### src/rtl/gqtl_pkg.sv
// ============================================================================
// gqtl_pkg
// Shared types, codes and saturation helper for the glyph quad layout block.
// ============================================================================
package gqtl_pkg;

    localparam int SCALE_FRAC = 24;
    localparam int SAT_W      = 48;
    localparam int ADDR_W     = 4;
    localparam int OP_W       = 13;
    localparam int PROD_W     = 38;
    localparam int NUM_OPS    = 6;

    localparam logic [7:0] SPACE_CODE       = 8'd32;
    localparam logic [9:0] FIXED_ADVANCE_PX = 10'd100;

    localparam logic signed [31:0] INT32_MAX = 32'sh7FFFFFFF;
    localparam logic signed [31:0] INT32_MIN = 32'sh80000000;

    localparam logic signed [SAT_W-1:0] SAT_HI = 48'sd2147483647;
    localparam logic signed [SAT_W-1:0] SAT_LO = -48'sd2147483648;

    // register indexes
    localparam logic [1:0] REG_NDC     = 2'd0;
    localparam logic [1:0] REG_SPACING = 2'd1;
    localparam logic [1:0] REG_HMODE   = 2'd2;
    localparam logic [1:0] REG_VMODE   = 2'd3;

    localparam logic [23:0]       NDC_RESET     = 24'd50332;
    localparam logic signed [8:0] SPACING_RESET = 9'sd0;

    // alignment modes
    localparam logic [1:0] H_LEFT   = 2'd0;
    localparam logic [1:0] H_CENTER = 2'd1;
    localparam logic [1:0] H_RIGHT  = 2'd2;
    localparam logic [1:0] V_TOP    = 2'd0;
    localparam logic [1:0] V_CENTER = 2'd1;
    localparam logic [1:0] V_BOTTOM = 2'd2;

    // multiplier operand select, in conversion order
    localparam logic [2:0] OP_BX      = 3'd0;
    localparam logic [2:0] OP_BX_W    = 3'd1;
    localparam logic [2:0] OP_Y_LOW   = 3'd2;
    localparam logic [2:0] OP_Y_HIGH  = 3'd3;
    localparam logic [2:0] OP_ADVANCE = 3'd4;
    localparam logic [2:0] OP_SPACING = 3'd5;

    typedef struct packed {
        logic [23:0]       ndc_per_pixel;
        logic signed [8:0] spacing_pixels;
        logic [1:0]        horizontal_mode;
        logic [1:0]        vertical_mode;
    } cfg_t;

    typedef struct packed {
        logic       load;
        logic [2:0] sel;
        logic       mul;
        logic       conv;
        logic       calc;
        logic       upd;
        logic       widen;
        logic       offs;
        logic       rd;
        logic       out_load;
        logic       emit_next;
        logic       clear;
    } dp_cmd_t;

    typedef struct packed {
        logic last_glyph;
        logic out_free;
        logic emit_last;
    } dp_stat_t;

    function automatic logic signed [31:0] sat32(input logic signed [SAT_W-1:0] v);
        logic signed [31:0] r;
        if (v > SAT_HI)
            r = INT32_MAX;
        else if (v < SAT_LO)
            r = INT32_MIN;
        else
            r = v[31:0];
        return r;
    endfunction

endpackage

### src/rtl/gqtl_cfg.sv
// ============================================================================
// gqtl_cfg
// APB-style register file: scale, spacing and alignment modes.
// ============================================================================
module gqtl_cfg (
    input  logic                       clk,
    input  logic                       rst_n,
    input  logic                       psel,
    input  logic                       penable,
    input  logic                       pwrite,
    input  logic [gqtl_pkg::ADDR_W-1:0] paddr,
    input  logic [31:0]                pwdata,
    output logic [31:0]                prdata,
    output logic                       pready,
    output gqtl_pkg::cfg_t             cfg
);

    gqtl_pkg::cfg_t cfg_reg;
    logic           wr_en;
    logic [1:0]     reg_idx;

    assign pready  = 1'b1;
    assign wr_en   = psel && penable && pwrite && pready;
    assign reg_idx = paddr[3:2];
    assign cfg     = cfg_reg;

    always_ff @(posedge clk or negedge rst_n)
    begin
        if (!rst_n)
        begin
            cfg_reg.ndc_per_pixel   <= gqtl_pkg::NDC_RESET;
            cfg_reg.spacing_pixels  <= gqtl_pkg::SPACING_RESET;
            cfg_reg.horizontal_mode <= gqtl_pkg::H_LEFT;
            cfg_reg.vertical_mode   <= gqtl_pkg::V_BOTTOM;
        end
        else if (wr_en)
        begin
            case (reg_idx)
                gqtl_pkg::REG_NDC:     cfg_reg.ndc_per_pixel   <= pwdata[23:0];
                gqtl_pkg::REG_SPACING: cfg_reg.spacing_pixels  <= $signed(pwdata[8:0]);
                gqtl_pkg::REG_HMODE:   cfg_reg.horizontal_mode <= pwdata[1:0];
                gqtl_pkg::REG_VMODE:   cfg_reg.vertical_mode   <= pwdata[1:0];
                default:               cfg_reg.ndc_per_pixel   <= cfg_reg.ndc_per_pixel;
            endcase
        end
    end

    always_comb
    begin
        case (reg_idx)
            gqtl_pkg::REG_NDC:     prdata = {8'd0, cfg_reg.ndc_per_pixel};
            gqtl_pkg::REG_SPACING: prdata = {23'd0, cfg_reg.spacing_pixels};
            gqtl_pkg::REG_HMODE:   prdata = {30'd0, cfg_reg.horizontal_mode};
            gqtl_pkg::REG_VMODE:   prdata = {30'd0, cfg_reg.vertical_mode};
            default:               prdata = 32'd0;
        endcase
    end

endmodule

### config.mk
export PLATFORM = sky130hd
export DESIGN_NAME = gqtl_cfg
export DESIGN_NICKNAME = d
export VERILOG_FILES = /design/src/rtl/gqtl_pkg.sv /design/src/rtl/gqtl_cfg.sv
export SDC_FILE = /design/constraint.sdc
export NUM_CORES = 1
export LEC_CHECK = 0
export BUFFER_PORTS_ARGS = -buffer_cell sky130_fd_sc_hd__buf_4
export CAP_MARGIN = 0
export CORE_UTILIZATION = 34
export DETAILED_ROUTE_END_ITERATION = 7
export PLACE_DENSITY = 0.69
export SYNTH_ARGS = -nofsm -noshare
export SYNTH_HDL_FRONTEND = slang
export SYNTH_SLANG_ARGS = --single-unit
### constraint.sdc
create_clock -name clk -period 0.8 [get_ports clk]
set_input_delay 0.08 -clock clk [delete_from_list [all_inputs] [get_ports clk]]
set_output_delay 0.08 -clock clk [all_outputs]
set_load 0.02 [all_outputs]
==> impl_metrics.json, run 1 <==
{
  "fmax_ghz": 0.704,
  "dp_hpwl_um": 3290,
  "routed_wirelength_um": 5470,
  "min_period_over_period": 1.78,
  "setup_viol": 98,
  "mostFrequentLayoutCell": "buf_6",
  "regToRegStartpoint": "cfg[0]",
  "htree_levels": 2,
  "setup.worst_path.class": "reg -> out",
  "maxCapViolations": 0,
  "syn_inst": 129,
  "io_pins": 111,
  "gp_congestion": 0.685,
  "final_cell_mix": "99 x buf_6, 35 x buf_4, 33 x mux2_4, 17 x dfrtp_1, 15 x and2_4",
  "first_global_vias": 1499,
  "outcome": "complete, but fails checks",
  "hold_class": "in -> reg",
  "port_buffers": 91,
  "clock_sinks": 37,
  "grt_pass1_wl_um": 7930,
  "grt_overflow": 0,
  "synth_cell_type_count": 19,
  "startpoint": "cfg[0]",
  "multi_input_comb_area_um2": 957,
  "initial_core_util": 0.362,
  "die_h_um": 73.7,
  "cts_tree": "yes",
  "synth.top_cell.area_share": 0.416,
  "violations": "setup timing",
  "antenna_found_initial": 0,
  "firstDrtPassIters": 4,
  "yosys.area.top_type": "dfrtp_1",
  "rows": 25,
  "synth_warnings": 0,
  "core_mm2": 0.00482,
  "cp.arrival_ns": 1.34,
  "routedWlPerCell_um": 16.0,
  "worst_ep_required_time_ns": 0.72,
  "ir_drop_mv": 1.17,
  "fin_tns_setup_ns": -20.06,
  "ys_seq_elements": 37,
  "nNetsFinal": 314,
  "p_leak_uw": 0.00175,
  "cp-endpoint": "prdata[0]",
  "cts_root_buf": "clkbuf_8",
  "vias": 1522,
  "syn2layout_area_growth_pct": 109,
  "finalClockSkew_ns": 0,
  "slew_viol_final": 0,
  "reg2reg_to": "cfg[0]",
  "clkSlewWorstSetupHoldPaths_ns": 0.08,
  "synthTopCellsByArea": "dfrtp_1 42%, mux2_2 24%, dfstp_2 12%",
  "via_per_inst": 4.46,
  "clk_path_buf_depth": 2,
  "final-hold-violation-count": 0,
  "n_antenna_cell": 0,
  "seq_area_um2": 951,
  "first_iter_violations": 54,
  "min_period_ns": 1.42,
  "setup_slack_ns": -0.620,
  "rsz0062_at_grt": "yes",
  "remaining_drc_errors": 0,
  "clk_latency_ns": 0.29,
  "path_max_fanout": 2,
  "worstSetupStartpointType": "flip-flop",
  "p_per_area_mw_per_mm2": 2380,
  "syn_area_mm2": 0.00175,
  "drtAntennaViolNets": 0,
  "drive_gt1_frac": 0.880,
  "reg2reg_depth": 4,
  "syn_area_per_cell_um2": 13.5,
  "fin_util": 0.758,
  "n_fill_cell": 328,
  "dieArea_mm2": 0.00542,
  "yosysSeqAreaShare": 0.536,
  "fp.dieW_um": 73.7,
  "largest_reg_flops": 37,
  "grt_start_max_net_pins": 18,
  "cts_buffers": 5,
  "cp-end-kind": "output pin",
  "reg2reg_slack_ns": -0.31,
  "grt_usage": 0.198,
  "p_total_uw": 8690
}
stage by stage:
step	cells	setup WS, ns	hold slack, ns	instance area (um^2)
after CTS	332	-0.637	0.00470	3470
after global placement	307	-0.369	-0.0371	2900
final	341	-0.620	0.0142	3650
after global routing	341	-0.661	0.00156	3650
after floorplan	136	-0.264	-0.216	1990
after detailed placement	307	-0.378	-0.0361	2900
power breakdown:
part	internal [uW]	switching [uW]
combinational	2720	1670
clock	779	675
sequential	2410	433
layer usage:
metal,up-vias,wire (um),track usage
li1,706,-,-
met1,740,2390,0.270
met2,72,2650,0.306
met3,4,388,0.0576
met4,0,42,0.0577
met5,-,0,0
kinds of logic after synthesis:
group / Yosys count / share of synthesized area
other cells: 2 / 0.00430
flops: 37 / 0.536
simple gates: 29 / 0.0932
buf+inv: 15 / 0.0616
mux: 46 / 0.305
repair_timing:
action / 4_1_cts / 5_1_grt
gates resized for setup: 86 / 37
pin swaps: 5 / 8
cloned: 1 / 1
hold buffers: 1 / 0
endpoints found under the setup margin: 85 / 98
buffers inserted: 17 / 15
endpoints found under the hold margin: 31 / 0
cells in the mapped netlist:
cell      instances
nor2_1            8
conb_1            2
clkbuf_1          1
dfrtp_1          29
or2_2             1
buf_6             2
mux4_2            2
nor2_2            1
nand3_1           1
nor3_2            1
and2_1           15
dfstp_2           8
inv_1             1
buf_2             2
nand4_1           1
mux2i_1           7
mux2_2           37
nor3_1            1
buf_4             9
final cells by class:
type                    instances  area share
clock buffers                   7      0.0264
clock inverters                 1     0.00137
inverters                       1     0.00103
multi-input cells              84       0.262
flip-flops and latches         37       0.261
well taps                      67      0.0230
repair buffers                144       0.425
worst min-delay path by stage:
stage | start | to | depth (start not counted)
detailed placement | rst_n | cfg[33] | 1
finish | pwdata[21] | cfg[34] | 2
CTS | pwdata[21] | cfg[34] | 2
global route | pwdata[20] | cfg[33] | 2
floorplan | rst_n | cfg[0] | 0
global placement | rst_n | cfg[31] | 1
worst max-delay path, cell delays in order, from the launching register on:
cell and delay (ns):
dfrtp_2 0.41, mux4_2 0.49, buf_6 0.15
Note: power is estimated with default switching activity, not from simulation.
==> run 2, diff against run 1 <==
SKIP_LAST_GASP = 1   (was not set)
==> run 2 against run 1 <==
Net effect: the run still ends with setup timing left; non-clock buffer count rose by 1; total power fell by 0.48%; count of clock-buffer cells in the layout did not move; die area did not move; core utilization fell by 0.26 points; sequential power barely moved; critical path depth did not move; clock power barely moved; first-iteration DRC count fell by 7.4%; critical endpoint unchanged.
==> impl_metrics.json, run 2 (synthesis results as in run 1) <==
{
  "grt_start_max_net_pins": 18,
  "antenna_found_initial": 0,
  "setup_slack_ns": -0.622,
  "cts_root_buf": "clkbuf_8",
  "io_pins": 111,
  "crit_buf_inv": 1,
  "final_cell_mix": "96 x buf_6, 38 x buf_4, 31 x mux2_4, 17 x dfrtp_1, 15 x and2_4",
  "clock_sinks": 37,
  "firstDrtPassIters": 4,
  "grt_usage": 0.197,
  "remaining_drc_errors": 0,
  "setup_viol": 98,
  "maxCapViolations": 0,
  "p_per_area_mw_per_mm2": 2380,
  "outcome": "complete, but fails checks",
  "n_fill_cell": 328,
  "dp_hpwl_um": 3290,
  "crit_slowest_cell": "mux4_2",
  "mostFrequentLayoutCell": "buf_6",
  "largest_reg_flops": 37,
  "dieArea_mm2": 0.00542,
  "die_h_um": 73.7,
  "n_antenna_cell": 0,
  "gp_congestion": 0.685,
  "routed_wirelength_um": 5530,
  "hold_class": "in -> reg",
  "setup.worst_path.class": "reg -> out",
  "final_cells": 342,
  "clkSlewWorstSetupHoldPaths_ns": 0.07,
  "grt_pass1_wl_um": 7850,
  "slew_viol_final": 0,
  "grt_overflow": 0,
  "clk_path_buf_depth": 2,
  "drtAntennaViolNets": 0,
  "multi_input_comb_area_um2": 946,
  "rows": 25,
  "cts_buffers": 5,
  "worst_ep_required_time_ns": 0.72,
  "syn2layout_area_growth_pct": 108,
  "cp.arrival_ns": 1.34,
  "fmax_ghz": 0.703,
  "path_max_fanout": 2,
  "min_period_over_period": 1.78,
  "ir_drop_mv": 1.17,
  "first_global_vias": 1482,
  "core_mm2": 0.00482,
  "placed_cells": 307,
  "cp_top_family": "multiplexers",
  "worstSetupStartpointType": "flip-flop",
  "vias": 1531,
  "cp_slowest_stage_delay_ns": 0.49,
  "cp-end-kind": "output pin",
  "p_leak_uw": 0.00175,
  "routedWlPerCell_um": 16.2,
  "seq_area_um2": 951,
  "cts_tree": "yes",
  "clk_latency_ns": 0.29,
  "final-hold-violation-count": 0,
  "fin_tns_setup_ns": -20.19,
  "initial_core_util": 0.362,
  "path_cells": "mux4_2 -> buf_6",
  "violations": "setup timing",
  "first_iter_violations": 50,
  "via_per_inst": 4.48,
  "finalClockSkew_ns": 0,
  "min_period_ns": 1.42,
  "rsz0062_at_grt": "yes",
  "nNetsFinal": 315,
  "fp.dieW_um": 73.7,
  "port_buffers": 91,
  "drive_gt1_frac": 0.873,
  "htree_levels": 2
}
-- run 2: area by class of cell --
class                   instances  share of cell area
clock buffers                   7              0.0265
clock inverters                 1             0.00138
inverters                       1             0.00103
multi-input cells              84               0.260
flip-flops and latches         37               0.261
well taps                      67              0.0230
repair buffers                145               0.427
-- run 2: repair_timing --
action	CTS	global route
pin swaps	5	7
setup endpoints to repair	85	98
hold endpoints to repair	31	1
gates cloned	1	1
resized for setup	84	33
hold buffers	1	1
setup buffers	17	15
-- run 2: power by group --
group          switching, uW  internal (uW)
logic                   1670           2690
clock network            677            779
registers                429           2410
-- run 2: worst paths after layout --
| kind | cells after the start | endpoint | slack, ns | startpoint |
|---|---|---|---|---|
| setup / recovery | 2 | prdata[0] | -0.62 | cfg[0] |
| hold / removal | 2 | cfg[23] | 0.02 | pwdata[10] |
| setup reg to reg | 4 | cfg[0] | -0.31 | cfg[0] |
| hold reg to reg | 1 | cfg[29] | 0.56 | cfg[29] |
| max in group asynchronous | 3 | cfg[28] | 0.11 | rst_n |
| min in group asynchronous | 2 | cfg[33] | 0.23 | rst_n |
-- run 2: layer usage --
layer | wire [um] | global-route usage | vias up
li1 | - | - | 709
met1 | 2390 | 0.264 | 746
met2 | 2730 | 0.309 | 72
met3 | 374 | 0.0617 | 4
met4 | 43 | 0.0513 | 0
met5 | 0 | 0 | -
-- run 2: through the flow --
step	util	setup WS [ns]	hold slack (ns)	area, um^2	power [uW]
floorplan	-	-0.264	-0.216	1990	4410
global placement	0.603	-0.369	-0.0371	2900	5870
detailed placement	0.603	-0.378	-0.0361	2900	5910
CTS	0.719	-0.637	0.00470	3460	8280
global route	0.755	-0.664	0.00278	3640	9030
finish	0.755	-0.622	0.0158	3640	8650
