## config.mk

```make
export PLATFORM = sky130hd
export DESIGN_NAME = gqtl_ctrl
export DESIGN_NICKNAME = d
export VERILOG_FILES = /design/src/rtl/gqtl_pkg.sv /design/src/rtl/gqtl_ctrl.sv
export SDC_FILE = /design/constraint.sdc
export NUM_CORES = 1
export LEC_CHECK = 0
export BUFFER_PORTS_ARGS = -buffer_cell sky130_fd_sc_hd__buf_2
export CORE_MARGIN = 3
export CORE_UTILIZATION = 35
export CTS_CLUSTER_DIAMETER = 200
export DETAILED_ROUTE_END_ITERATION = 16
export GPL_TIMING_DRIVEN = 0
export PLACE_DENSITY = 0.66
export SETUP_SLACK_MARGIN = 0.2
export SLEW_MARGIN = 30
export SYNTH_ARGS = -nofsm -noshare
export SYNTH_HDL_FRONTEND = slang
export SYNTH_SLANG_ARGS = --single-unit
```

## constraint.sdc

```tcl
create_clock -name clk -period 1.7 [get_ports clk]
set_input_delay 0.17 -clock clk [delete_from_list [all_inputs] [get_ports clk]]
set_output_delay 0.17 -clock clk [all_outputs]
set_load 0.02 [all_outputs]
```

## src/rtl/gqtl_pkg.sv

```systemverilog
// ============================================================================
// gqtl_pkg
// Shared types, codes and saturation helper for the glyph quad layout block.
// ============================================================================
package gqtl_pkg;

    localparam int SCALE_FRAC = 24;
    localparam int SAT_W      = 48;
    localparam int ADDR_W     = 4;
    localparam int OP_W       = 13;
    localparam int PROD_W     = 38;
    localparam int NUM_OPS    = 6;

    localparam logic [7:0] SPACE_CODE       = 8'd32;
    localparam logic [9:0] FIXED_ADVANCE_PX = 10'd100;

    localparam logic signed [31:0] INT32_MAX = 32'sh7FFFFFFF;
    localparam logic signed [31:0] INT32_MIN = 32'sh80000000;

    localparam logic signed [SAT_W-1:0] SAT_HI = 48'sd2147483647;
    localparam logic signed [SAT_W-1:0] SAT_LO = -48'sd2147483648;

    // register indexes
    localparam logic [1:0] REG_NDC     = 2'd0;
    localparam logic [1:0] REG_SPACING = 2'd1;
    localparam logic [1:0] REG_HMODE   = 2'd2;
    localparam logic [1:0] REG_VMODE   = 2'd3;

    localparam logic [23:0]       NDC_RESET     = 24'd50332;
    localparam logic signed [8:0] SPACING_RESET = 9'sd0;

    // alignment modes
    localparam logic [1:0] H_LEFT   = 2'd0;
    localparam logic [1:0] H_CENTER = 2'd1;
    localparam logic [1:0] H_RIGHT  = 2'd2;
    localparam logic [1:0] V_TOP    = 2'd0;
    localparam logic [1:0] V_CENTER = 2'd1;
    localparam logic [1:0] V_BOTTOM = 2'd2;

    // multiplier operand select, in conversion order
    localparam logic [2:0] OP_BX      = 3'd0;
    localparam logic [2:0] OP_BX_W    = 3'd1;
    localparam logic [2:0] OP_Y_LOW   = 3'd2;
    localparam logic [2:0] OP_Y_HIGH  = 3'd3;
    localparam logic [2:0] OP_ADVANCE = 3'd4;
    localparam logic [2:0] OP_SPACING = 3'd5;

    typedef struct packed {
        logic [23:0]       ndc_per_pixel;
        logic signed [8:0] spacing_pixels;
        logic [1:0]        horizontal_mode;
        logic [1:0]        vertical_mode;
    } cfg_t;

    typedef struct packed {
        logic       load;
        logic [2:0] sel;
        logic       mul;
        logic       conv;
        logic       calc;
        logic       upd;
        logic       widen;
        logic       offs;
        logic       rd;
        logic       out_load;
        logic       emit_next;
        logic       clear;
    } dp_cmd_t;

    typedef struct packed {
        logic last_glyph;
        logic out_free;
        logic emit_last;
    } dp_stat_t;

    function automatic logic signed [31:0] sat32(input logic signed [SAT_W-1:0] v);
        logic signed [31:0] r;
        if (v > SAT_HI)
            r = INT32_MAX;
        else if (v < SAT_LO)
            r = INT32_MIN;
        else
            r = v[31:0];
        return r;
    endfunction

endpackage

```

## src/rtl/gqtl_ctrl.sv

```systemverilog
// ============================================================================
// gqtl_ctrl
// Sequencer: multiply/convert steps per glyph, alignment, quad emission.
// ============================================================================
module gqtl_ctrl (
    input  logic               clk,
    input  logic               rst_n,
    input  logic               glyph_valid,
    output logic               glyph_ready,
    input  gqtl_pkg::dp_stat_t stat,
    output gqtl_pkg::dp_cmd_t  cmd
);

    localparam logic [2:0] ST_IDLE    = 3'd0;
    localparam logic [2:0] ST_MUL     = 3'd1;
    localparam logic [2:0] ST_CALC    = 3'd2;
    localparam logic [2:0] ST_UPD     = 3'd3;
    localparam logic [2:0] ST_WIDEN   = 3'd4;
    localparam logic [2:0] ST_OFFS    = 3'd5;
    localparam logic [2:0] ST_EMIT_RD = 3'd6;
    localparam logic [2:0] ST_EMIT_LD = 3'd7;

    localparam logic [2:0] LAST_STEP = 3'(gqtl_pkg::NUM_OPS);

    logic [2:0] state_reg, state_next;
    logic [2:0] step_reg, step_next;

    assign glyph_ready = (state_reg == ST_IDLE);

    always_comb
    begin
        state_next = state_reg;
        step_next  = step_reg;
        cmd        = '0;
        cmd.sel    = step_reg;
        case (state_reg)
            ST_IDLE:
            begin
                cmd.load  = glyph_valid;
                step_next = 3'd0;
                if (glyph_valid)
                    state_next = ST_MUL;
            end
            ST_MUL:
            begin
                // product of step s is rounded in step s+1
                cmd.mul   = (step_reg != LAST_STEP);
                cmd.conv  = (step_reg != 3'd0);
                step_next = step_reg + 3'd1;
                if (step_reg == LAST_STEP)
                    state_next = ST_CALC;
            end
            ST_CALC:
            begin
                cmd.calc   = 1'b1;
                state_next = ST_UPD;
            end
            ST_UPD:
            begin
                cmd.upd    = 1'b1;
                state_next = stat.last_glyph ? ST_WIDEN : ST_IDLE;
            end
            ST_WIDEN:
            begin
                cmd.widen  = 1'b1;
                state_next = ST_OFFS;
            end
            ST_OFFS:
            begin
                cmd.offs   = 1'b1;
                state_next = ST_EMIT_RD;
            end
            ST_EMIT_RD:
            begin
                cmd.rd     = 1'b1;
                state_next = ST_EMIT_LD;
            end
            ST_EMIT_LD:
            begin
                if (stat.out_free)
                begin
                    cmd.out_load = 1'b1;
                    if (stat.emit_last)
                    begin
                        cmd.clear  = 1'b1;
                        state_next = ST_IDLE;
                    end
                    else
                    begin
                        cmd.emit_next = 1'b1;
                        state_next    = ST_EMIT_RD;
                    end
                end
            end
            default:
            begin
                state_next = ST_IDLE;
            end
        endcase
    end

    always_ff @(posedge clk or negedge rst_n)
    begin
        if (!rst_n)
        begin
            state_reg <= ST_IDLE;
            step_reg  <= 3'd0;
        end
        else
        begin
            state_reg <= state_next;
            step_reg  <= step_next;
        end
    end

endmodule

```

==> reports/qor.txt, run 1 <==
Sequential share of the synthesized area -> 32.97%
Hold EP -> state_reg[2]$_DFFE_PN0P_
Initial antenna violation count -> 0
Vias in the first global route -> 410
FMAX -> 0.6797 GHz
Fillers -> 108
Worst Hold Depth -> 3
Antenna diodes -> 0
Gr usage total -> 13.12%
DP Area -> 573.1 sq um
Layout Nets -> 90
Power consumption -> 1.224 mW
DP Wirelength -> 803.6 um
Area leader, netlist -> dfrtp_1
Finish-stage setup viols -> 0
Initial core utilization -> 39.39%
Worst skew pair latency -> 250 ps
CP max FO -> 8
Final period util -> 86.54%
Cell count after synthesis -> 54
Tmin final -> 1471 ps
Finished Cell Area -> 620.6 sq um
# H-tree levels -> 1
Slew @ Worst Pin -> 311.7 ps
RSZ-0062 raised after global routing -> true
Critical path type -> flop to output port
Crit start category -> flop
XOR/XNOR Fraction of Synth Area -> 0%
Crit path DAT -> 1300 ps
Complex-gate fraction of the synthesized area -> 14.84%
Fraction of registers with async set/reset -> 100.0%
Port bufs -> 20
Routed wire per std cell -> 11.34 um
CTS tree -> built
R2R depth -> 5
Synth Area in Adders -> 8.242%
Synth unique cells -> 26
Most instantiated cells after synthesis -> 6 x dfrtp_1, 5 x nand3_1, 4 x inv_1, 4 x nand2_1, 4 x nor2_1
Critical Path RT -> 1530 ps
Detailed-route DRC error count -> 0
Critical path endpoint category -> output port
Initial DRC count -> 9
Routed WL -> 1055 um
Yosys warns -> 0
Syn_nets -> 63
Final setup skew -> 3.133 ps
Clock Tree Root -> clkbuf_4
Synth Register Bits -> 6
Pre-Repair DR Iteration Count -> 4
GRT overflow -> 0
Max Cap Viol -> 0
Post-synth EDFFs -> 0
Final cell count without fillers -> 93
Main synth FF type -> dfrtp_1
Full die area -> 0.001770 sq mm
LEAKAGE -> 0.3345 nW
Vias -> 451
Top post-synthesis cells by area -> dfrtp_1 33%, ha_1 8.2%, nand3_1 5.5%
Global placer's final weighted congestion -> 0.6972
Layout cell share with drive strength beyond 1 -> 43.04%
Hold Crit Class -> input port to flop
I/O Pins -> 21
Clock Tree Buf Depth -> 2
DIE HEIGHT -> 42.07 um
Via/cell ratio -> 4.849
Clock Pin Slew Worst Setup and Hold Paths -> 40 ps
Mux cell area share after synthesis -> 0%
Placed cell count -> 88
Hold wc startpoint -> stat[2]
Max-Slew Margin vs Limit -> 79.20%
Worst reg2reg endpoint -> state_reg[1]$_DFFE_PN0P_
Final setup TNS -> 0 ps
Syn avg cell area -> 8.434 sq um
Worst setup startpoint -> state_reg[2]$_DFFE_PN0P_
Most common cell in the synthesized netlist -> dfrtp_1
Width of the die -> 42.07 um
# rows -> 12
Largest net degree at the start of global routing -> 11
FF-to-FF setup slack -> 610 ps
Peak supply drop -> 0.8823 mV
Final Slew Violations -> 0
Simple logic cell fraction of the synthesized area -> 33.79%
Largest family of logic cells by synthesized area -> simple AND/OR/NAND/NOR gates
Area Overhead vs Synth -> 36.26%
Clock sinks -> 6
Post-Syn Area -> 455.4 sq um
Antenna Nets Post-Route -> 0
CTS buffer count -> 3
Endpoints failing hold -> 0
Synth top area share -> 32.97%
Status -> complete, no violations
Core area -> 0.001156 sq mm
Worst hold slack -> 171.2 ps
First-pass GRT wire length -> 1745 um
PwrDens -> 1972 mW/mm^2
Reg2Reg Launch Point -> step_reg[0]$_DFFE_PN0P_
-- through the flow --
| step | utilization, % | setup slack, ps |
|---|---|---|
| after floorplan | - | 397.2 |
| after global placement | 49.57 | 492.0 |
| after detailed placement | 49.57 | 474.1 |
| after CTS | 52.60 | 215.4 |
| after global routing | 53.68 | 118.5 |
| final | 53.68 | 228.8 |
-- layout by cell type, fill, tap and decap left out --
cell type      count
nand2_4            1
nand2_2            1
o21ai_0            2
nand3_1            4
nor3b_1            2
nor2_1             4
o311ai_2           1
nand3_2            1
nor2_2             1
clkbuf_4           3
or2_1              1
and3_1             2
inv_2              1
buf_6              2
nand4_1            1
a2bb2oi_1          1
dfrtp_1            6
o21ai_1            3
buf_4              2
o211ai_1           1
buf_2             20
nand2_1            4
ha_1               3
inv_1              4
dlygate4sd3_1      1
a21oi_1            2
nor2_4             1
nor2b_1            1
nor3_1             1
and2_1             2
-- layer usage --
| metal | vias to the layer above | wire, um | GRT usage (%) |
|---|---|---|---|
| met4 | 0 | 8 | 3.727 |
| li1 | 234 | - | - |
| met3 | 2 | 70 | 8.155 |
| met2 | 11 | 516 | 20.37 |
| met1 | 204 | 460 | 14.95 |
| met5 | - | 0 | 0 |
-- power by group --
part | switching, mW | internal, mW | total, mW
clock | 0.0543 | 0.0800 | 0.134
combinational | 0.494 | 0.318 | 0.812
sequential | 0.0671 | 0.210 | 0.278
total | 0.616 | 0.608 | 1.22
-- final cells by class --
cell class	count	area, sq um	share of cell area, %
buffer	3	27.53	4.435
clock buffer	3	22.52	3.629
inverter	5	18.77	3.024
multi-input combinational	40	264.0	42.54
sequential	6	150.1	24.19
tap	14	17.52	2.823
timing repair buffer	22	120.1	19.35
-- worst max-delay path by stage --
stage | end | cells past startpoint
CTS | cmd[9] | 6
detailed placement | cmd[9] | 6
global route | cmd[8] | 4
finish | cmd[8] | 4
global placement | cmd[9] | 6
floorplan | cmd[8] | 3
-- worst max-delay path: stages, from the launching register on --
cell,delay (ps)
dfrtp_1,380
nor2_2,290
nand2_1,90
a21oi_1,110
buf_2,170
-- kinds of logic (layout without fill, tap and decap cells) --
| kind of cell | Yosys count | in the layout |
|---|---|---|
| buf+inv | 8 | 33 |
| compound gates | 10 | 10 |
| fa+ha+maj | 3 | 3 |
| simple gates | 27 | 27 |
| flops | 6 | 6 |
-- repair_timing --
item / in CTS / in global routing
pin swaps: 0 / 0
endpoints found under the setup margin: 1 / 4
resized for setup: 1 / 1
setup buffers: 0 / 1
hold endpoints to repair: 6 / 0
hold buffers: 1 / 0
Note: power is estimated with default switching activity, not from simulation.
==> run 2, diff against run 1 <==
Settings changed: REMOVE_ABC_BUFFERS set to 1.
==> run 2 against run 1 <==
Compared with the run above: sequential power is 32% higher; total power is 5.7% higher; wire length is 13% higher; hold slack better by 2.2 ps; utilization is 2.3 points higher; first-iteration DRC count is 89% lower; sequential cell count stayed put; combinational power is 3.2% lower; via count is 5.1% higher; sequential share of layout area is 0.40 points lower; global-route usage is 0.58 points lower; clock power is 4% higher; largest cell class unchanged; largest power group unchanged.
==> reports/qor.txt, run 2 (synthesized netlist as in run 1, its figures left out) <==
CP max FO -> 4 (was 8)
First-pass GRT wire length -> 1718 um (was 1745 um)
Vias -> 474 (was 451)
LEAKAGE -> 0.3450 nW (was 0.3345 nW)
DP Wirelength -> 742.7 um (was 803.6 um)
Critical path endpoint category -> output port (unchanged)
Core area -> 0.001156 sq mm (unchanged)
Gr usage total -> 12.53% (was 13.12%)
Antenna Nets Post-Route -> 0 (unchanged)
Via/cell ratio -> 4.989 (was 4.849)
Initial antenna violation count -> 0 (unchanged)
Commonest cells after routing, fill and taps aside -> 18 x buf_2, 7 x buf_4, 4 x nor2_1, 4 x nand2_1, 4 x nand3_1 (was 20 x buf_2, 6 x dfrtp_1)
Port bufs -> 20 (unchanged)
Detailed-route DRC error count -> 0 (unchanged)
# rows -> 12 (unchanged)
Clock Tree Buf Depth -> 2 (unchanged)
Largest net degree at the start of global routing -> 14 (was 11)
Max Cap Viol -> 0 (unchanged)
CTS tree -> built (unchanged)
Worst reg2reg endpoint -> state_reg[0]$_DFFE_PN0P_ (was state_reg[1]$_DFFE_PN0P_)
Post-route setup slack -> 249.7 ps (was 228.8 ps)
Finished Cell Area -> 646.9 sq um (was 620.6 sq um)
Placed cell count -> 85 (was 88)
End of the critical path -> cmd[9] (was cmd[8])
R2R depth -> 4 (was 5)
Hold Crit Class -> input port to flop (unchanged)
RSZ-0062 raised after global routing -> false (was true)
Status -> complete, no violations (unchanged)
Finish-stage setup viols -> 0 (unchanged)
Worst skew pair latency -> 250 ps (about the same)
Width of the die -> 42.07 um (unchanged)
Clock Pin Slew Worst Setup and Hold Paths -> 50 ps (was 40 ps)
Reg2Reg Launch Point -> state_reg[1]$_DFFE_PN0P_ (was step_reg[0]$_DFFE_PN0P_)
Worst setup startpoint -> step_reg[0]$_DFFE_PN0P_ (was state_reg[2]$_DFFE_PN0P_)
Crit start category -> flop (unchanged)
Antenna diodes -> 0 (unchanged)
Global placer's final weighted congestion -> 0.7010 (was 0.6972)
Max-Slew Margin vs Limit -> 81.54% (was 79.20%)
CTS buffer count -> 3 (unchanged)
Tmin final -> 1450 ps (was 1471 ps)
Initial DRC count -> 1 (was 9)
PwrDens -> 2000 mW/mm^2 (was 1972 mW/mm^2)
Final setup skew -> 6.064 ps (was 3.133 ps)
# H-tree levels -> 1 (unchanged)
Crit path DAT -> 1280 ps (was 1300 ps)
Critical path type -> flop to output port (unchanged)
FF-to-FF setup slack -> 510 ps (was 610 ps)
Full die area -> 0.001770 sq mm (unchanged)
FMAX -> 0.6895 GHz (was 0.6797 GHz)
Layout Nets -> 92 (was 90)
Final Slew Violations -> 0 (unchanged)
DP Area -> 545.5 sq um (was 573.1 sq um)
Final core utilization -> 55.95% (was 53.68%)
I/O Pins -> 21 (unchanged)
Routed WL -> 1188 um (was 1055 um)
Commonest non-fill, non-tap cell in the layout -> buf_2 (unchanged)
Initial core utilization -> 39.39% (unchanged)
Critical Path RT -> 1530 ps (about the same)
Peak supply drop -> 0.9112 mV (was 0.8823 mV)
Endpoints failing hold -> 0 (unchanged)
Pre-Repair DR Iteration Count -> 3 (was 4)
Layout cell share with drive strength beyond 1 -> 49.38% (was 43.04%)
Slew @ Worst Pin -> 276.9 ps (was 311.7 ps)
Clock sinks -> 6 (unchanged)
Final setup TNS -> 0 ps (unchanged)
Clock Tree Root -> clkbuf_4 (unchanged)
DIE HEIGHT -> 42.07 um (unchanged)
Dpl ws -> 352.9 ps (was 474.1 ps)
Routed wire per std cell -> 12.51 um (was 11.34 um)
Final cell count without fillers -> 95 (was 93)
Area Overhead vs Synth -> 42.03% (was 36.26%)
Final period util -> 85.31% (was 86.54%)
GRT overflow -> 0 (unchanged)
Vias in the first global route -> 399 (was 410)
==> run 2: cell types whose count changed in the layout (fill, tap and decap cells not counted), sizes merged <==
cell	change
dlymetal6s2s	+1
buf	+1
==> run 2: worst min-delay path by stage <==
| stage | startpoint | to | slack [ps] | cells past startpoint |
|---|---|---|---|---|
| finish | stat[2] | state_reg[2]$_DFFE_PN0P_ | 170 | 3 |
| global route | stat[2] | state_reg[2]$_DFFE_PN0P_ | 190 | 3 |
| CTS | stat[2] | state_reg[2]$_DFFE_PN0P_ | 190 | 3 |
| detailed placement | rst_n | step_reg[1]$_DFFE_PN0P_ | 4 | 1 |
| global placement | rst_n | step_reg[1]$_DFFE_PN0P_ | 4 | 1 |
| floorplan | rst_n | state_reg[0]$_DFFE_PN0P_ | -130 | 0 |
==> run 2: cell type report <==
| type | instances | area (sq um) |
|---|---|---|
| fillers | 99 | 509.2 |
| multi-input cells | 40 | 269.0 |
| repair buffers | 27 | 165.2 |
| flip-flops and latches | 6 | 153.9 |
| clock buffers | 3 | 22.52 |
| inverters | 5 | 18.77 |
| well taps | 14 | 17.52 |
==> run 2: power by group <==
group	total, mW	switching, mW	internal [mW]
Sequential	0.368	0.151	0.217
Combinational	0.786	0.442	0.344
Clock	0.140	0.0593	0.0804
==> run 2: metrics by stage <==
stage	total power, mW	hold WS (ps)
after floorplan	0.7904	-125.6
after detailed placement	0.9896	3.573
after global placement	0.9788	4.148
final	1.294	173.4
after global routing	1.396	188.2
after CTS	1.147	186.0
==> run 2: worst max-delay path, stage by stage, from the launching register on <==
cell	delay, ps
dfrtp_1	360
inv_2	60
ha_1	190
nand2_1	110
nand3_2	110
inv_2	70
buf_4	130
==> run 2: layer usage <==
| layer | up-vias | global-route usage, % | part of all wire, % |
|---|---|---|---|
| li1 | 237 | - | - |
| met1 | 223 | 14.55 | 45 |
| met2 | 9 | 19.75 | 49 |
| met3 | 5 | 3.004 | 3.8 |
| met4 | 0 | 9.317 | 2.4 |
| met5 | - | 0 | 0 |
==> run 2: timing repair <==
action                                  CTS  global route
resized for setup                         4             5
pin swaps                                 0             1
hold buffers                              1             0
endpoints found under the setup margin    7             3
buffers inserted                          0             6
endpoints found under the hold margin     6             0
==> run 3, diff against run 2 <==
Settings changed: CORE_AREA set to 3 3 40 42, CORE_MARGIN 3 to unset, CORE_UTILIZATION 35 to unset, DIE_AREA set to 0 0 43 45, PLACE_DENSITY 0.66 to 0.65, SLEW_MARGIN 30 to unset.
==> run 3 against run 2 <==
Compared with the run above: combinational power fell by 2.8%; global-route usage fell by 0.98 points; largest cell class unchanged; hold slack improved by 6.5 ps; critical path depth did not move; total power fell by 2.2%; cell area fell by 0.97%; critical endpoint unchanged; critical path type unchanged; register-to-register slack got worse by 20 ps; non-clock buffer count rose by 1; sequential power barely moved; sequential share of layout area rose by 0.23 points; first-iteration DRC count rose to 5.0 times the previous value; utilization fell by 6.1 points.
==> reports/qor.txt, run 3 (synthesized netlist as in run 1, its figures left out) <==
Status -> complete, no violations (unchanged)
CTS buffer count -> 3 (unchanged)
Vias -> 486 (was 474)
Power consumption -> 1.266 mW (was 1.294 mW)
Routed WL -> 1087 um (was 1188 um)
FMAX -> 0.6921 GHz (was 0.6895 GHz)
Layout Nets -> 93 (was 92)
DP Wirelength -> 768.4 um (was 742.7 um)
Detailed-route DRC error count -> 0 (unchanged)
Crit path buffers/inverters -> 3 (unchanged)
FF-to-FF setup slack -> 490 ps (was 510 ps)
Width of the die -> 43 um (was 42.07 um)
Placed cell count -> 86 (was 85)
First-pass GRT wire length -> 1662 um (was 1718 um)
Dpl ws -> 337.2 ps (was 352.9 ps)
Pre-Repair DR Iteration Count -> 4 (was 3)
Full die area -> 0.001935 sq mm (was 0.001770 sq mm)
Worst hold slack -> 179.9 ps (was 173.4 ps)
Layout cell share with drive strength beyond 1 -> 48.78% (was 49.38%)
CTS tree -> built (unchanged)
DIE HEIGHT -> 45 um (was 42.07 um)
Slew @ Worst Pin -> 268.5 ps (was 276.9 ps)
Worst skew pair latency -> 240 ps (was 250 ps)
Critical path endpoint category -> output port (unchanged)
Antenna Nets Post-Route -> 0 (unchanged)
I/O Pins -> 21 (unchanged)
Slowest CP cell -> dfrtp_1 (unchanged)
Final setup TNS -> 0 ps (unchanged)
Max-Slew Margin vs Limit -> 82.10% (was 81.54%)
Peak supply drop -> 0.7462 mV (was 0.9112 mV)
Core area -> 0.001285 sq mm (was 0.001156 sq mm)
Commonest non-fill, non-tap cell in the layout -> buf_2 (unchanged)
Clock Tree Buf Depth -> 2 (unchanged)
PwrDens -> 1976 mW/mm^2 (was 2000 mW/mm^2)
Routed wire per std cell -> 11.21 um (was 12.51 um)
Clock Tree Root -> clkbuf_4 (unchanged)
Crit path DAT -> 1270 ps (was 1280 ps)
Worst path top cell family by delay -> flip-flops (unchanged)
Port bufs -> 20 (unchanged)
GRT overflow -> 0 (unchanged)
Largest net degree at the start of global routing -> 14 (unchanged)
RSZ-0062 raised after global routing -> true (was false)
Initial DRC count -> 5 (was 1)
CP max FO -> 4 (unchanged)
Critical Path RT -> 1530 ps (about the same)
LEAKAGE -> 0.3438 nW (was 0.3450 nW)
Hold Crit Class -> input port to flop (unchanged)
Max Cap Viol -> 0 (unchanged)
Clock Pin Slew Worst Setup and Hold Paths -> 50 ps (about the same)
Tmin final -> 1445 ps (was 1450 ps)
# rows -> 13 (was 12)
Gr usage total -> 11.56% (was 12.53%)
Final period util -> 85.00% (was 85.31%)
Via/cell ratio -> 5.010 (was 4.989)
# H-tree levels -> 1 (unchanged)
Final cell count without fillers -> 97 (was 95)
Initial antenna violation count -> 0 (unchanged)
Clock sinks -> 6 (unchanged)
Final Slew Violations -> 0 (unchanged)
Antenna diodes -> 0 (unchanged)
Global placer's final weighted congestion -> 0.6602 (was 0.7010)
Crit-path max cell delay -> 370 ps (was 360 ps)
Area Overhead vs Synth -> 40.66% (was 42.03%)
Commonest cells after routing, fill and taps aside -> 19 x buf_2, 7 x buf_4, 5 x nand3_1 (was 18 x buf_2, 7 x buf_4, 4 x nor2_1, 4 x nand2_1, 4 x nand3_1)
Post-route setup slack -> 255.1 ps (was 249.7 ps)
Final setup skew -> 1.114 ps (was 6.064 ps)
Endpoints failing hold -> 0 (unchanged)
Initial core utilization -> 35.44% (was 39.39%)
Vias in the first global route -> 411 (was 399)
Crit start category -> flop (unchanged)
Critical path type -> flop to output port (unchanged)
Finish-stage setup viols -> 0 (unchanged)
Crit-path cells -> inv_2 -> ha_1 -> nand2_1 -> nand3_1 -> inv_1 -> buf_4 (was inv_2 -> ha_1 -> nand2_1 -> nand3_2 -> inv_2 -> buf_4)
[run 3: path summary, 6_finish.rpt]
path | startpoint | to | cells past startpoint
max | step_reg[0]$_DFFE_PN0P_ | cmd[9] | 6
min | stat[2] | state_reg[2]$_DFFE_PN0P_ | 3
max reg2reg | step_reg[0]$_DFFE_PN0P_ | step_reg[2]$_DFFE_PN0P_ | 5
min reg2reg | step_reg[2]$_DFFE_PN0P_ | step_reg[2]$_DFFE_PN0P_ | 2
max in group asynchronous | rst_n | state_reg[0]$_DFFE_PN0P_ | 2
min in group asynchronous | rst_n | step_reg[0]$_DFFE_PN0P_ | 2
[run 3: power breakdown]
| group | internal (mW) | switching (mW) |
|---|---|---|
| Combinational | 0.341 | 0.424 |
| Sequential | 0.217 | 0.152 |
| Clock | 0.0800 | 0.0527 |
[run 3: layer usage]
| layer | share of wire, % | global-route usage, % |
|---|---|---|
| met5 | 0 | 0 |
| met4 | 2.3 | 9.036 |
| met3 | 7.5 | 2.390 |
| met2 | 45 | 16.77 |
| met1 | 45 | 14.95 |
[run 3: stage by stage]
step | cell area (sq um) | utilization, %
after floorplan | 427.9 | -
after global placement | 546.8 | 42.55
after detailed placement | 546.8 | 42.55
after CTS | 595.6 | 46.35
after global routing | 640.6 | 49.85
final | 640.6 | 49.85
[run 3: final cells by class]
cell class / count / area (sq um)
Multi-Input combinational cell: 40 / 264.0
Clock buffer: 3 / 22.52
Sequential cell: 6 / 153.9
Timing Repair Buffer: 28 / 162.7
Fill cell: 126 / 644.4
Tap cell: 15 / 18.77
Inverter: 5 / 18.77
[run 3: repair_timing]
item | in CTS | in global routing
gates resized for setup | 4 | 2
pin swaps | 0 | 1
setup endpoints to repair | 7 | 3
endpoints found under the hold margin | 6 | 0
buffers inserted | 1 | 6
hold buffers | 1 | 0
cloned | 0 | 0
[run 3: worst register-to-register path, stage by stage, from the launching register on]
cell	delay (ps)
dfrtp_1	390
buf_4	140
buf_4	120
ha_1	210
nand4_1	120
o311ai_2	100
